--- config.mk ---
export PLATFORM = sky130hd
export DESIGN_NAME = scanline_nearest_gap_fill
export DESIGN_NICKNAME = d
export VERILOG_FILES = /design/src/sngf_pkg.sv /design/src/sngf_queue.sv /design/src/sngf_front.sv /design/src/sngf_back.sv /design/src/scanline_nearest_gap_fill.sv
export SDC_FILE = /design/constraint.sdc
export NUM_CORES = 1
export LEC_CHECK = 0
export BUFFER_PORTS_ARGS = -buffer_cell sky130_fd_sc_hd__buf_2
export CELL_PAD_IN_SITES_DETAIL_PLACEMENT = 0
export CELL_PAD_IN_SITES_GLOBAL_PLACEMENT = 1
export CORE_MARGIN = 2
export CORE_UTILIZATION = 50
export CTS_BUF_LIST = sky130_fd_sc_hd__clkbuf_8
export DETAILED_ROUTE_END_ITERATION = 16
export GPL_ROUTABILITY_DRIVEN = 0
export PLACE_DENSITY = 0.73
export SYNTH_ARGS = -nofsm -noshare
export SYNTH_HDL_FRONTEND = slang
export SYNTH_SLANG_ARGS = --single-unit
--- constraint.sdc ---
create_clock -name clock -period 11.97 [get_ports clock]
set_clock_uncertainty 0.1 [all_clocks]
set_input_delay 3.591 -clock clock [delete_from_list [all_inputs] [get_ports clock]]
set_output_delay 3.591 -clock clock [all_outputs]
set_load 0.1 [all_outputs]
--- src/sngf_pkg.sv ---
`timescale 1ns / 1ps
// Shared types and constants for the scanline nearest gap fill block.
// No dependencies; every other file refers to this package by scoped names.
package sngf_pkg;

   localparam int WIDTH_CAP_DEFAULT = 4096;
   localparam int CSR_W             = 13;
   localparam int ROW_W             = 12;
   localparam int START_W           = 12;
   localparam int LEN_W             = 13;
   localparam int COLOR_W           = 24;
   localparam int SLOT_COUNT        = 3;
   localparam int QUEUE_DEPTH       = 4;

   localparam logic [CSR_W-1:0] ROW_WIDTH_RESET = 13'd800;

   typedef struct packed {
      logic       sampled;
      logic [7:0] red_in;
      logic [7:0] green_in;
      logic [7:0] blue_in;
   } req_type;

   typedef struct packed {
      logic [START_W-1:0] run_start;
      logic [LEN_W-1:0]   run_length;
      logic [ROW_W-1:0]   row_index;
      logic [7:0]         red_out;
      logic [7:0]         green_out;
      logic [7:0]         blue_out;
      logic               last_run;
   } rsp_type;

   // Bits of one queued entry: row plus three slots of
   // {valid, start[cw], stop[cw+1], color}.
   function automatic int entry_width(input int cw);
      entry_width = ROW_W + SLOT_COUNT * (1 + cw + (cw + 1) + COLOR_W);
   endfunction

endpackage

--- src/sngf_queue.sv ---
`timescale 1ns / 1ps
// Small register queue between the front and the back of the gap filler.
// Uses sngf_pkg only for the default of its DEPTH parameter.
module sngf_queue #(
   parameter int WIDTH = 8,
   parameter int DEPTH = sngf_pkg::QUEUE_DEPTH
) (
   input  logic             clock,
   input  logic             reset,
   input  logic             push,
   input  logic [WIDTH-1:0] push_data,
   output logic             full,
   input  logic             pop,
   output logic [WIDTH-1:0] head_data,
   output logic             empty
);

   localparam int IW = (DEPTH > 1) ? $clog2(DEPTH) : 1;
   localparam int NW = $clog2(DEPTH + 1);
   localparam logic [IW-1:0] LAST_IDX = IW'(DEPTH - 1);

   logic [WIDTH-1:0] store_ff [DEPTH];
   logic [IW-1:0]    wr_ptr_ff, wr_ptr_in;
   logic [IW-1:0]    rd_ptr_ff, rd_ptr_in;
   logic [NW-1:0]    count_ff, count_in;
   logic             do_push, do_pop;

   assign full      = (count_ff == NW'(DEPTH));
   assign empty     = (count_ff == '0);
   assign head_data = store_ff[rd_ptr_ff];
   assign do_push   = push && !full;
   assign do_pop    = pop && !empty;

   always_comb begin
      wr_ptr_in = wr_ptr_ff;
      rd_ptr_in = rd_ptr_ff;
      count_in  = count_ff;
      if (do_push) begin
         wr_ptr_in = (wr_ptr_ff == LAST_IDX) ? '0 : wr_ptr_ff + IW'(1);
      end
      if (do_pop) begin
         rd_ptr_in = (rd_ptr_ff == LAST_IDX) ? '0 : rd_ptr_ff + IW'(1);
      end
      if (do_push && !do_pop) begin
         count_in = count_ff + NW'(1);
      end else if (do_pop && !do_push) begin
         count_in = count_ff - NW'(1);
      end
   end

   always_ff @(posedge clock) begin
      if (reset) begin
         wr_ptr_ff <= '0;
         rd_ptr_ff <= '0;
         count_ff  <= '0;
      end else begin
         wr_ptr_ff <= wr_ptr_in;
         rd_ptr_ff <= rd_ptr_in;
         count_ff  <= count_in;
      end
   end

   always_ff @(posedge clock) begin
      if (do_push) begin
         store_ff[wr_ptr_ff] <= push_data;
      end
   end

`ifndef SYNTHESIS
   a_count_bound: assert property (@(posedge clock) disable iff (reset)
      count_ff <= NW'(DEPTH))
      else $error("queue count beyond depth");
   a_no_underflow: assert property (@(posedge clock) disable iff (reset)
      empty && !do_push |=> empty)
      else $error("queue left empty without a push");
   a_ptr_match: assert property (@(posedge clock) disable iff (reset)
      empty |-> (wr_ptr_ff == rd_ptr_ff))
      else $error("empty queue with pointers apart");
`endif

endmodule

--- src/sngf_front.sv ---
`timescale 1ns / 1ps
// Front of the gap filler: row width register, row tracking and run classification.
// Depends on sngf_pkg; feeds up to three run candidates per pixel into sngf_queue.
module sngf_front #(
   parameter int WIDTH_CAP = sngf_pkg::WIDTH_CAP_DEFAULT
) (
   input  logic                         clock,
   input  logic                         reset,
   input  logic                         csr_valid,
   output logic                         csr_ready,
   input  logic [sngf_pkg::CSR_W-1:0]   csr_data,
   input  logic                         req_push,
   output logic                         req_full,
   input  sngf_pkg::req_type            req_data,
   input  logic                         q_full,
   output logic                         q_push,
   output logic [sngf_pkg::entry_width($clog2(WIDTH_CAP))-1:0] q_data
);

   localparam int CW = $clog2(WIDTH_CAP);
   localparam int EW = CW + 1;
   localparam logic [31:0] CAP_W32 = 32'(WIDTH_CAP);

   typedef struct packed {
      logic                           vld;
      logic [CW-1:0]                  start;
      logic [EW-1:0]                  stop;
      logic [sngf_pkg::COLOR_W-1:0]   color;
   } slot_type;

   typedef struct packed {
      logic [sngf_pkg::ROW_W-1:0]     row;
      slot_type [2:0]                 slots;
   } entry_type;

   logic [sngf_pkg::CSR_W-1:0]   row_width_ff;
   logic [CW-1:0]                col_ff, col_in;
   logic [sngf_pkg::ROW_W-1:0]   row_ff, row_in;
   logic                         seen_ff, seen_in;
   logic [CW-1:0]                smp_col_ff, smp_col_in;
   logic [sngf_pkg::COLOR_W-1:0] smp_color_ff, smp_color_in;

   logic                         accept;
   logic [EW-1:0]                width_eff;
   logic [EW-1:0]                col_ext;
   logic [EW-1:0]                mid_sum;
   logic [CW-1:0]                mid;
   logic                         row_end;
   logic                         sampled;
   logic [sngf_pkg::COLOR_W-1:0] new_color;
   entry_type                    entry;

   assign csr_ready = 1'b1;
   assign req_full  = q_full;
   assign accept    = req_push && !q_full;
   assign q_data    = entry;
   assign q_push    = accept && (entry.slots[0].vld || entry.slots[1].vld
                                 || entry.slots[2].vld);

   // Width of zero acts as one, anything above the maximum acts as the maximum.
   always_comb begin
      if (row_width_ff == '0) begin
         width_eff = EW'(1);
      end else if (32'(row_width_ff) > CAP_W32) begin
         width_eff = EW'(WIDTH_CAP);
      end else begin
         width_eff = EW'(row_width_ff);
      end
   end

   always_comb begin
      sampled   = req_data.sampled;
      new_color = {req_data.red_in, req_data.green_in, req_data.blue_in};
      col_ext   = {1'b0, col_ff};
      mid_sum   = {1'b0, smp_col_ff} + col_ext;
      mid       = mid_sum[EW-1:1];
      row_end   = (col_ext + EW'(1)) >= width_eff;

      entry.row = row_ff;

      // First slot: whole lead-in on the first sample, else left half in old color.
      if (!seen_ff) begin
         entry.slots[0].start = '0;
         entry.slots[0].stop  = col_ext;
         entry.slots[0].color = new_color;
      end else begin
         entry.slots[0].start = smp_col_ff;
         entry.slots[0].stop  = {1'b0, mid};
         entry.slots[0].color = smp_color_ff;
      end
      entry.slots[0].vld = sampled && (entry.slots[0].stop > {1'b0, entry.slots[0].start});

      entry.slots[1].start = mid;
      entry.slots[1].stop  = col_ext;
      entry.slots[1].color = new_color;
      entry.slots[1].vld   = sampled && seen_ff && (col_ff > mid);

      seen_in      = seen_ff || sampled;
      smp_col_in   = sampled ? col_ff : smp_col_ff;
      smp_color_in = sampled ? new_color : smp_color_ff;

      // Tail run to the end of the row.
      entry.slots[2].start = smp_col_in;
      entry.slots[2].stop  = width_eff;
      entry.slots[2].color = smp_color_in;
      entry.slots[2].vld   = row_end && seen_in && (width_eff > {1'b0, smp_col_in});

      col_in = CW'(col_ext + EW'(1));
      row_in = row_ff;
      if (row_end) begin
         col_in     = '0;
         seen_in    = 1'b0;
         smp_col_in = '0;
         row_in     = row_ff + sngf_pkg::ROW_W'(1);
      end
   end

   always_ff @(posedge clock) begin
      if (reset) begin
         row_width_ff <= sngf_pkg::ROW_WIDTH_RESET;
         col_ff       <= '0;
         row_ff       <= '0;
         seen_ff      <= 1'b0;
         smp_col_ff   <= '0;
         smp_color_ff <= '0;
      end else begin
         if (csr_valid && csr_ready) begin
            row_width_ff <= csr_data;
         end
         if (accept) begin
            col_ff       <= col_in;
            row_ff       <= row_in;
            seen_ff      <= seen_in;
            smp_col_ff   <= smp_col_in;
            smp_color_ff <= smp_color_in;
         end
      end
   end

`ifndef SYNTHESIS
   a_push_needs_accept: assert property (@(posedge clock) disable iff (reset)
      q_push |-> (req_push && !req_full))
      else $error("entry queued without an accepted pixel");
   a_row_wrap: assert property (@(posedge clock) disable iff (reset)
      accept && row_end |=> (col_ff == '0) && !seen_ff)
      else $error("row end did not restart the column");
   a_seen_on_sample: assert property (@(posedge clock) disable iff (reset)
      accept && sampled && !row_end |=> seen_ff && (smp_col_ff == $past(col_ff)))
      else $error("sample not recorded");
`endif

endmodule

--- src/sngf_back.sv ---
`timescale 1ns / 1ps
// Back of the gap filler: walks the queued run slots and drives one run per beat.
// Depends on sngf_pkg; reads the head of sngf_queue.
module sngf_back #(
   parameter int WIDTH_CAP = sngf_pkg::WIDTH_CAP_DEFAULT
) (
   input  logic                 clock,
   input  logic                 reset,
   input  logic                 q_empty,
   input  logic [sngf_pkg::entry_width($clog2(WIDTH_CAP))-1:0] q_data,
   output logic                 q_pop,
   output logic                 rsp_empty,
   input  logic                 rsp_pop,
   output sngf_pkg::rsp_type    rsp_data
);

   localparam int CW = $clog2(WIDTH_CAP);
   localparam int EW = CW + 1;

   typedef struct packed {
      logic                           vld;
      logic [CW-1:0]                  start;
      logic [EW-1:0]                  stop;
      logic [sngf_pkg::COLOR_W-1:0]   color;
   } slot_type;

   typedef struct packed {
      logic [sngf_pkg::ROW_W-1:0]     row;
      slot_type [2:0]                 slots;
   } entry_type;

   entry_type          head;
   slot_type           pick;
   logic [2:0]         remain;
   logic [2:0]         sel;
   logic               last;
   logic               load;
   logic [2:0]         used_ff, used_in;
   logic               rsp_valid_ff, rsp_valid_in;
   sngf_pkg::rsp_type  rsp_ff, rsp_in;

   assign head      = entry_type'(q_data);
   assign rsp_empty = !rsp_valid_ff;
   assign rsp_data  = rsp_ff;
   assign load      = !q_empty && (!rsp_valid_ff || rsp_pop);
   assign q_pop     = load && last;

   always_comb begin
      remain = {head.slots[2].vld, head.slots[1].vld, head.slots[0].vld} & ~used_ff;
      if (remain[0]) begin
         sel  = 3'b001;
         pick = head.slots[0];
      end else if (remain[1]) begin
         sel  = 3'b010;
         pick = head.slots[1];
      end else begin
         sel  = 3'b100;
         pick = head.slots[2];
      end
      last = ((remain & ~sel) == 3'b000);

      rsp_in.run_start  = sngf_pkg::START_W'(pick.start);
      rsp_in.run_length = sngf_pkg::LEN_W'(pick.stop - {1'b0, pick.start});
      rsp_in.row_index  = head.row;
      rsp_in.red_out    = pick.color[23:16];
      rsp_in.green_out  = pick.color[15:8];
      rsp_in.blue_out   = pick.color[7:0];
      rsp_in.last_run   = last;

      // Mark the slot as sent, or retire the entry on its final run.
      used_in      = used_ff;
      rsp_valid_in = rsp_valid_ff;
      if (load) begin
         used_in      = last ? 3'b000 : (used_ff | sel);
         rsp_valid_in = 1'b1;
      end else if (rsp_pop) begin
         rsp_valid_in = 1'b0;
      end
   end

   always_ff @(posedge clock) begin
      if (reset) begin
         used_ff      <= '0;
         rsp_valid_ff <= 1'b0;
      end else begin
         used_ff      <= used_in;
         rsp_valid_ff <= rsp_valid_in;
      end
   end

   always_ff @(posedge clock) begin
      if (load) begin
         rsp_ff <= rsp_in;
      end
   end

`ifndef SYNTHESIS
   a_head_has_run: assert property (@(posedge clock) disable iff (reset)
      !q_empty |-> (remain != 3'b000))
      else $error("queued entry with no run left");
   a_used_only_on_head: assert property (@(posedge clock) disable iff (reset)
      (used_ff != 3'b000) |-> !q_empty)
      else $error("slot marks kept without a queued entry");
   a_pop_on_load: assert property (@(posedge clock) disable iff (reset)
      q_pop |=> rsp_valid_ff && rsp_ff.last_run)
      else $error("entry retired without its final run");
`endif

endmodule

--- src/scanline_nearest_gap_fill.sv ---
`timescale 1ns / 1ps
// Top level of the scanline nearest gap fill block.
// Depends on sngf_pkg, sngf_front, sngf_queue and sngf_back.
//
//   channel | ports                               | beat taken when
//   --------+-------------------------------------+-----------------------
//   pixels  | req_push, req_full, req_data        | req_push && !req_full
//   runs    | rsp_empty, rsp_pop, rsp_data        | rsp_pop && !rsp_empty
//   width   | csr_valid, csr_ready, csr_data      | csr_valid && csr_ready
//
// One pixel is taken per cycle while the four-entry run queue has room.
// The result register holds one run at a time, so a pixel that causes
// runs yields one to three of them; a hole yields none unless it ends a
// row that had a sample, where it yields the tail run.
// A run passes through the queue register and then the result register.
// Synchronous reset; no clearing pass. csr_ready is always high.
module scanline_nearest_gap_fill #(
   parameter int WIDTH_CAP = sngf_pkg::WIDTH_CAP_DEFAULT
) (
   input  logic                        clock,
   input  logic                        reset,
   input  logic                        req_push,
   output logic                        req_full,
   input  sngf_pkg::req_type           req_data,
   output logic                        rsp_empty,
   input  logic                        rsp_pop,
   output sngf_pkg::rsp_type           rsp_data,
   input  logic                        csr_valid,
   output logic                        csr_ready,
   input  logic [sngf_pkg::CSR_W-1:0]  csr_data
);

   localparam int ENTRY_W = sngf_pkg::entry_width($clog2(WIDTH_CAP));

   logic               q_push;
   logic               q_full;
   logic               q_pop;
   logic               q_empty;
   logic [ENTRY_W-1:0] q_in_data;
   logic [ENTRY_W-1:0] q_head_data;

   sngf_front #(
      .WIDTH_CAP (WIDTH_CAP)
   ) u_front (
      .clock     (clock),
      .reset     (reset),
      .csr_valid (csr_valid),
      .csr_ready (csr_ready),
      .csr_data  (csr_data),
      .req_push  (req_push),
      .req_full  (req_full),
      .req_data  (req_data),
      .q_full    (q_full),
      .q_push    (q_push),
      .q_data    (q_in_data)
   );

   sngf_queue #(
      .WIDTH (ENTRY_W),
      .DEPTH (sngf_pkg::QUEUE_DEPTH)
   ) u_queue (
      .clock     (clock),
      .reset     (reset),
      .push      (q_push),
      .push_data (q_in_data),
      .full      (q_full),
      .pop       (q_pop),
      .head_data (q_head_data),
      .empty     (q_empty)
   );

   sngf_back #(
      .WIDTH_CAP (WIDTH_CAP)
   ) u_back (
      .clock     (clock),
      .reset     (reset),
      .q_empty   (q_empty),
      .q_data    (q_head_data),
      .q_pop     (q_pop),
      .rsp_empty (rsp_empty),
      .rsp_pop   (rsp_pop),
      .rsp_data  (rsp_data)
   );

endmodule

==> results.md, run 1 <==
- Antenna violations before repair: 2
- Max Clk Rate: 121.0 MHz
- Routed WL: 71110 µm
- Async S/R FF share, synth: 0%
- Worst setup path class: in2reg
- Port-buffer cells: 106
- Final nets: 2216
- Syn Nets: 2047
- Post-synthesis instance total: slightly below 2000
- Number of flops mapped to enable cells by yosys: 702
- Die Ht: 260.1 µm
- CTS tree: done
- Layout cells sized above 1: 25.25%
- HP Class: reg2reg
- Status: finished, final reports clean
- Synthesized area: 32790 µm²
- Mean area per synthesized cell: around 17 µm²
- Die area: 67640 µm²
- Clock latency at the later pin of the worst-skew pair: 0.78 ns
- Final Cycle Share: 69.04%
- Max-Cap Viols: 0
- Vias in the first global route: 18190
- CORE AREA: 64700 µm²
- Final setup fails: 0
- Global route overflow: 0
- Synth cell types: 66
- Gr usage total: 21.51%
- Residual DRC: 0
- Crit path capture type: flop
- Iteration-0 DRC Markers: between 1000 and 1500
- R2R depth: 20
- Pwr/cell area: 229.9 nW/µm²
- Leakage: 13.04 nW
- Area grow syn2layout: 12.11%
- Crit-path max FO: 98
- Syn. warnings: 0
- Seq/Total Area, Yosys: 69.60%
- Longest Clk Path Bufs: 3
- DR vias: approximately 17000
- WHS Path Cells: 2
- Element type at the critical path start: input port
- Main synth FF type: edfxtp_1
- Slew Limit Headroom: 29.20%
- CTS Hold Buffers Added: 0
- Most common cell after layout, fill and taps aside: edfxtp_1
- Setup Buffers After CTS: 0
- Routed WL per cell: 23.31 µm
- Root Buffer: clkbuf_8
- Htree depth: 4
- Largest net degree at the start of global routing: 131
- Rows: slightly above 90
- DR vias/cell: 5.646
- First-pass GRT wire length: between 100000 and 150000 µm
- Final hold vios: 0
- Fin Setup TNS: 0 ns
- Tmin final: 8.264 ns
- Fin Hold WS: 0.3647 ns
- # IOs: about 110
- Chip width: about 260 µm
- Crit path arrival time: 8.54 ns
- Post-DP HPWL: 40200 µm
- Inserted Clock Buffers: 130
- Worst VDD drop: 0.1648 mV
- Most frequent cells in the layout: 702 x edfxtp_1, 160 x mux4_2, 152 x clkbuf_8
- Slew @ Worst Pin: approximately 1.1 ns
- Fin. max-slew vios: 0
- Initial Util: 50.68%
- CTS sink count: 789
- Required @ worst endpoint: 12.25 ns
- Drt pass-1 iters: 5
- Post-route ant nets: 0
- Post-CTS Resized: 0
- Clock slew at reported path FFs: roughly 0.06 ns
- Unrepaired setup endpoints after global routing: no
- Yosys reg bits: 789
-- cells by family (layout without fill, tap and decap cells) --
logic type | after synthesis | in the layout | synth area share (%)
AO/OA/AOI/OAI | 198 | 198 | 3.629
other | 1 | 3 | 0.01144
AND/OR/NAND/NOR | 334 | 334 | 4.705
flip-flops | 789 | 789 | 69.60
multiplexers | 302 | 302 | 15.64
XOR/XNOR | 39 | 39 | 1.084
adder cells (fa/ha/maj) | 83 | 83 | 3.228
buffers and inverters | 176 | 448 | 2.106
-- routing by layer --
metal  vias to the layer above  global-route usage [%]  share of wire [%]
met3                       111                   4.503                4.6
met1                      8876                   28.32                 43
li1                       7839                       -                  -
met4                         0                   7.476                2.4
met2                       400                   35.73                 50
met5                         -                       0                  0
-- final timing paths --
path / slack, ns / end / startpoint
setup reg to reg: 4.54 / u_queue.store_ff[0][20] / u_front.col_ff[0]
hold / removal: 0.36 / u_front.smp_color_ff[16] / u_front.smp_color_ff[16]
setup / recovery: 3.71 / u_queue.store_ff[0][20] / req_data[24]
hold reg to reg: 0.36 / u_front.smp_color_ff[16] / u_front.smp_color_ff[16]
-- metrics by stage --
step	instance area, µm²	cells	setup WS, ns	power, mW	util, %
after floorplan	32790	1922	1.370	5.713	-
final	36760	3051	3.706	8.451	56.82
after global routing	36760	3051	3.312	8.845	56.82
after global placement	34300	2814	2.895	6.320	53.02
after detailed placement	34300	2814	2.880	6.352	53.02
after CTS	36760	3049	3.699	8.556	56.81
-- power by group --
part	switching [mW]	internal (mW)	leakage, nW
clock	1.02	1.17	1.48
sequential	0.0961	3.36	7.25
combinational	1.93	0.872	4.31
total	3.05	5.40	13.0
-- Yosys cell counts, types with 20 or more instances --
cell / number / area share [%]
mux2i_1: 63 / 1.9
dfxtp_1: 87 / 5.3
nand2_1: 122 / 1.4
mux2_2: 78 / 2.7
nor2_1: 91 / 1.0
nand3_1: 28 / 0.43
inv_1: 84 / 0.96
a21oi_1: 115 / 1.8
o21ai_0: 30 / 0.46
ha_1: 79 / 3.0
clkbuf_1: 54 / 0.62
buf_2: 20 / 0.31
edfxtp_1: 702 / 64
mux4_2: 160 / 11
-- cell type report --
| cell class | instances | area (µm²) |
|---|---|---|
| Fill cell | 5122 | 27940 |
| Sequential cell | 789 | 22830 |
| Multi-Input combinational cell | 957 | 9320 |
| Clock buffer | 152 | 2092 |
| Tap cell | 855 | 1070 |
| Timing Repair Buffer | 129 | 768.2 |
| Clock inverter | 83 | 360.3 |
| Inverter | 84 | 315.3 |
| Antenna cell | 2 | 5.005 |
-- sequential cells by signal, indices dropped and copies added (netlist names), named ones only --
name	flops
u_back.rsp_valid_ff	1
u_back.used_ff	3
u_queue.wr_ptr_ff	2
u_front.seen_ff	1
u_queue.rd_ptr_ff	2
u_front.col_ff	12
u_front.row_width_ff	13
u_front.smp_color_ff	24
u_queue.store_ff	640
u_back.rsp_data	62
u_front.row_ff	12
u_front.smp_col_ff	12
u_queue.count_ff	3
-- critical path: stages --
cell	delay, ns
buf_2	0.43
buf_4	0.54
nand2_1	0.09
o21ai_0	0.23
inv_1	0.15
ha_1	0.32
nor2b_1	0.13
o211ai_1	0.09
a21o_1	0.17
a211o_1	0.30
o21ba_2	0.23
and3_1	0.18
a221oi_4	0.45
and2_4	0.93
buf_12	0.58
No activity file was read; power rests on OpenSTA's default activity.
==> run 2: changes to the inputs <==
- clock period: 11.97 -> 8.2 ns (I/O delays scaled with it)
==> run 2 against run 1 <==
Total power grew 46%. Sequential power rose by 46%. Final cell count grew 0.56%. Register-to-register slack got worse by 3.1 ns. First-iteration DRC count down 4.4%. Combinational power rose by 48%. Via count increased by 0.61%. Sequential cell count did not move. Utilization rose by 0.18 points. Die area unchanged. Sequential share of layout area shrank 0.19 points. Setup slack worse by 2.3 ns. Largest power group unchanged.
==> results.md, run 2 (synthesis results as in run 1) <==
- Status: finished, final reports clean
- Most common cell after layout, fill and taps aside: edfxtp_1
- Worst VDD drop: between 0.2 and 0.25 mV
- Fin Hold WS: 0.3652 ns
- Root Buffer: clkbuf_8
- Post-DP HPWL: 43020 µm
- Antenna violations before repair: 1
- Crit path capture type: flop
- Global route overflow: 0
- Largest net degree at the start of global routing: 89
- Residual DRC: 0
- CP delay by family, top: compound AO/OA/AOI/OAI gates
- First-pass GRT wire length: around 110000 µm
- Total power: 12.30 mW
- Worst-path cell chain: nand2_1 > fa_1 > nor2b_1 > o21ai_0 > a21oi_1 > o21ai_0 > a21oi_1 > o22ai_1 > xnor2_1 > mux2_2 > ha_1 > and4_1 > nand2_1 > a21o_1 > a211oi_1 > o21ba_2 > and3_1 > a221oi_4 > ha_1 > inv_1 > fa_1 > xor2_1 > or3_1 > a21oi_1
- Pwr/cell area: 333.7 nW/µm²
- Chip width: 260.1 µm
- Final Cycle Share: 82.98%
- Post-CTS Resized: 0
- Unrepaired setup endpoints after global routing: no
- Final hold vios: 0
- DR vias/cell: 5.649
- Slowest library cell on the worst path: dfxtp_1
- Dpl ws: 1.114 ns
- Inserted Clock Buffers: 133
- Required @ worst endpoint: between 8 and 9 ns
- Vias in the first global route: 18160
- Die Ht: 260.1 µm
- Worst setup path class: reg2reg
- Die area: 67640 µm²
- CTS tree: done
- # placed instances: 2827
- HP Class: reg2reg
- Final setup fails: 0
- Leakage: 13.03 nW
- Slew Limit Headroom: 23.39%
- DR vias: between 15000 and 20000
- Final core occ: 57.00%
- Element type at the critical path start: flop
- Crit-path max FO: 14
- Final nets: 2232
- Crit path arrival time: about 7.4 ns
- Largest register FFs: 640
- Drt pass-1 iters: 7
- Tmin final: 6.804 ns
- CTS Hold Buffers Added: 0
- Routed WL: 71470 µm
- Final std cells w/o fill: 3068
- Seq. cell area: roughly 23000 µm²
- Rows: 93
- Max Clk Rate: 147.0 MHz
- Most frequent cells in the layout: 702 x edfxtp_1, 160 x mux4_2, 145 x clkbuf_8
- Clock slew at reported path FFs: 0.06 ns
- Routed WL per cell: 23.29 µm
- Layout cells sized above 1: 25.77%
- Longest Clk Path Bufs: 3
- CORE AREA: roughly 65000 µm²
- Setup Buffers After CTS: 0
- Area grow syn2layout: 12.46%
- Slew @ Worst Pin: approximately 1.1 ns
- Clock latency at the later pin of the worst-skew pair: ~0.76 ns
- Post-route ant nets: 0
- Max stage delay on crit path: 0.64 ns
- Placement Cell Area: around 34000 µm²
- # IOs: between 100 and 150
- Initial Util: 50.68%
- Port-buffer cells: 106
- Iteration-0 DRC Markers: between 1000 and 1500
- Worst setup margin: 1.396 ns
- CP Buf/Inv Count: 1
- Fin Setup TNS: 0 ns
- Area of the multi-input gates: just over 9000 µm²
- Most flops, register: u_queue.store_ff
- # fillers: around 5000
- Htree depth: 4
- CTS sink count: 789
- Fin. max-slew vios: 0
- Max-Cap Viols: 0
- Cell mode on critical path: a21oi_1
- Design area: between 30000 and 40000 µm²
- Gr usage total: 21.70%
==> run 2: cell count changes in the layout (fill, tap and decap cells not counted), sizes merged <==
cell,delta
buf,+13
clkinv,+12
clkbuf,-7
clkinvlp,+4
inv,-3
bufinv,-1
diode,-1
==> run 2: final cells by class <==
type	instances	area share (%)
multi-input combinational	957	25.27
timing repair buffer	142	2.518
clock buffer	145	5.412
clock inverter	95	1.120
sequential	789	61.91
antenna	1	0.006786
inverter	84	0.8550
tap	855	2.901
==> run 2: path summary, 6_finish.rpt <==
| kind | cells past startpoint | endpoint | start | slack [ns] |
|---|---|---|---|---|
| worst max-delay path | 24 | u_queue.count_ff[2] | u_front.col_ff[0] | 1.40 |
| worst max register to register | 24 | u_queue.count_ff[2] | u_front.col_ff[0] | 1.40 |
| worst min register to register | 2 | u_front.smp_color_ff[14] | u_front.smp_color_ff[14] | 0.37 |
| worst min-delay path | 2 | u_front.smp_color_ff[14] | u_front.smp_color_ff[14] | 0.37 |
==> run 2: power breakdown <==
group          switching (mW)  internal [mW]
Clock                    1.50           1.63
Sequential              0.123           4.90
Combinational            2.86           1.29
Total                    4.49           7.81
==> run 2: per-layer routing <==
layer	up-vias	part of all wire (%)	global-route usage (%)
met1	8884	42	28.98
met2	475	50	35.96
li1	7875	-	-
met3	97	5.2	4.522
met4	0	2.0	6.810
met5	-	0	0
==> run 2: worst register-to-register path, cell delays in order, from the launching register on <==
cell	delay, ns
dfxtp_1	0.64
nand2_1	0.14
fa_1	0.42
nor2b_1	0.13
o21ai_0	0.11
a21oi_1	0.23
o21ai_0	0.15
a21oi_1	0.40
o22ai_1	0.17
xnor2_1	0.24
mux2_2	0.35
ha_1	0.31
and4_1	0.21
nand2_1	0.08
a21o_1	0.16
a211oi_1	0.58
o21ba_2	0.29
and3_1	0.20
a221oi_4	0.44
ha_1	0.27
inv_1	0.07
fa_1	0.43
xor2_1	0.17
or3_1	0.30
a21oi_1	0.15
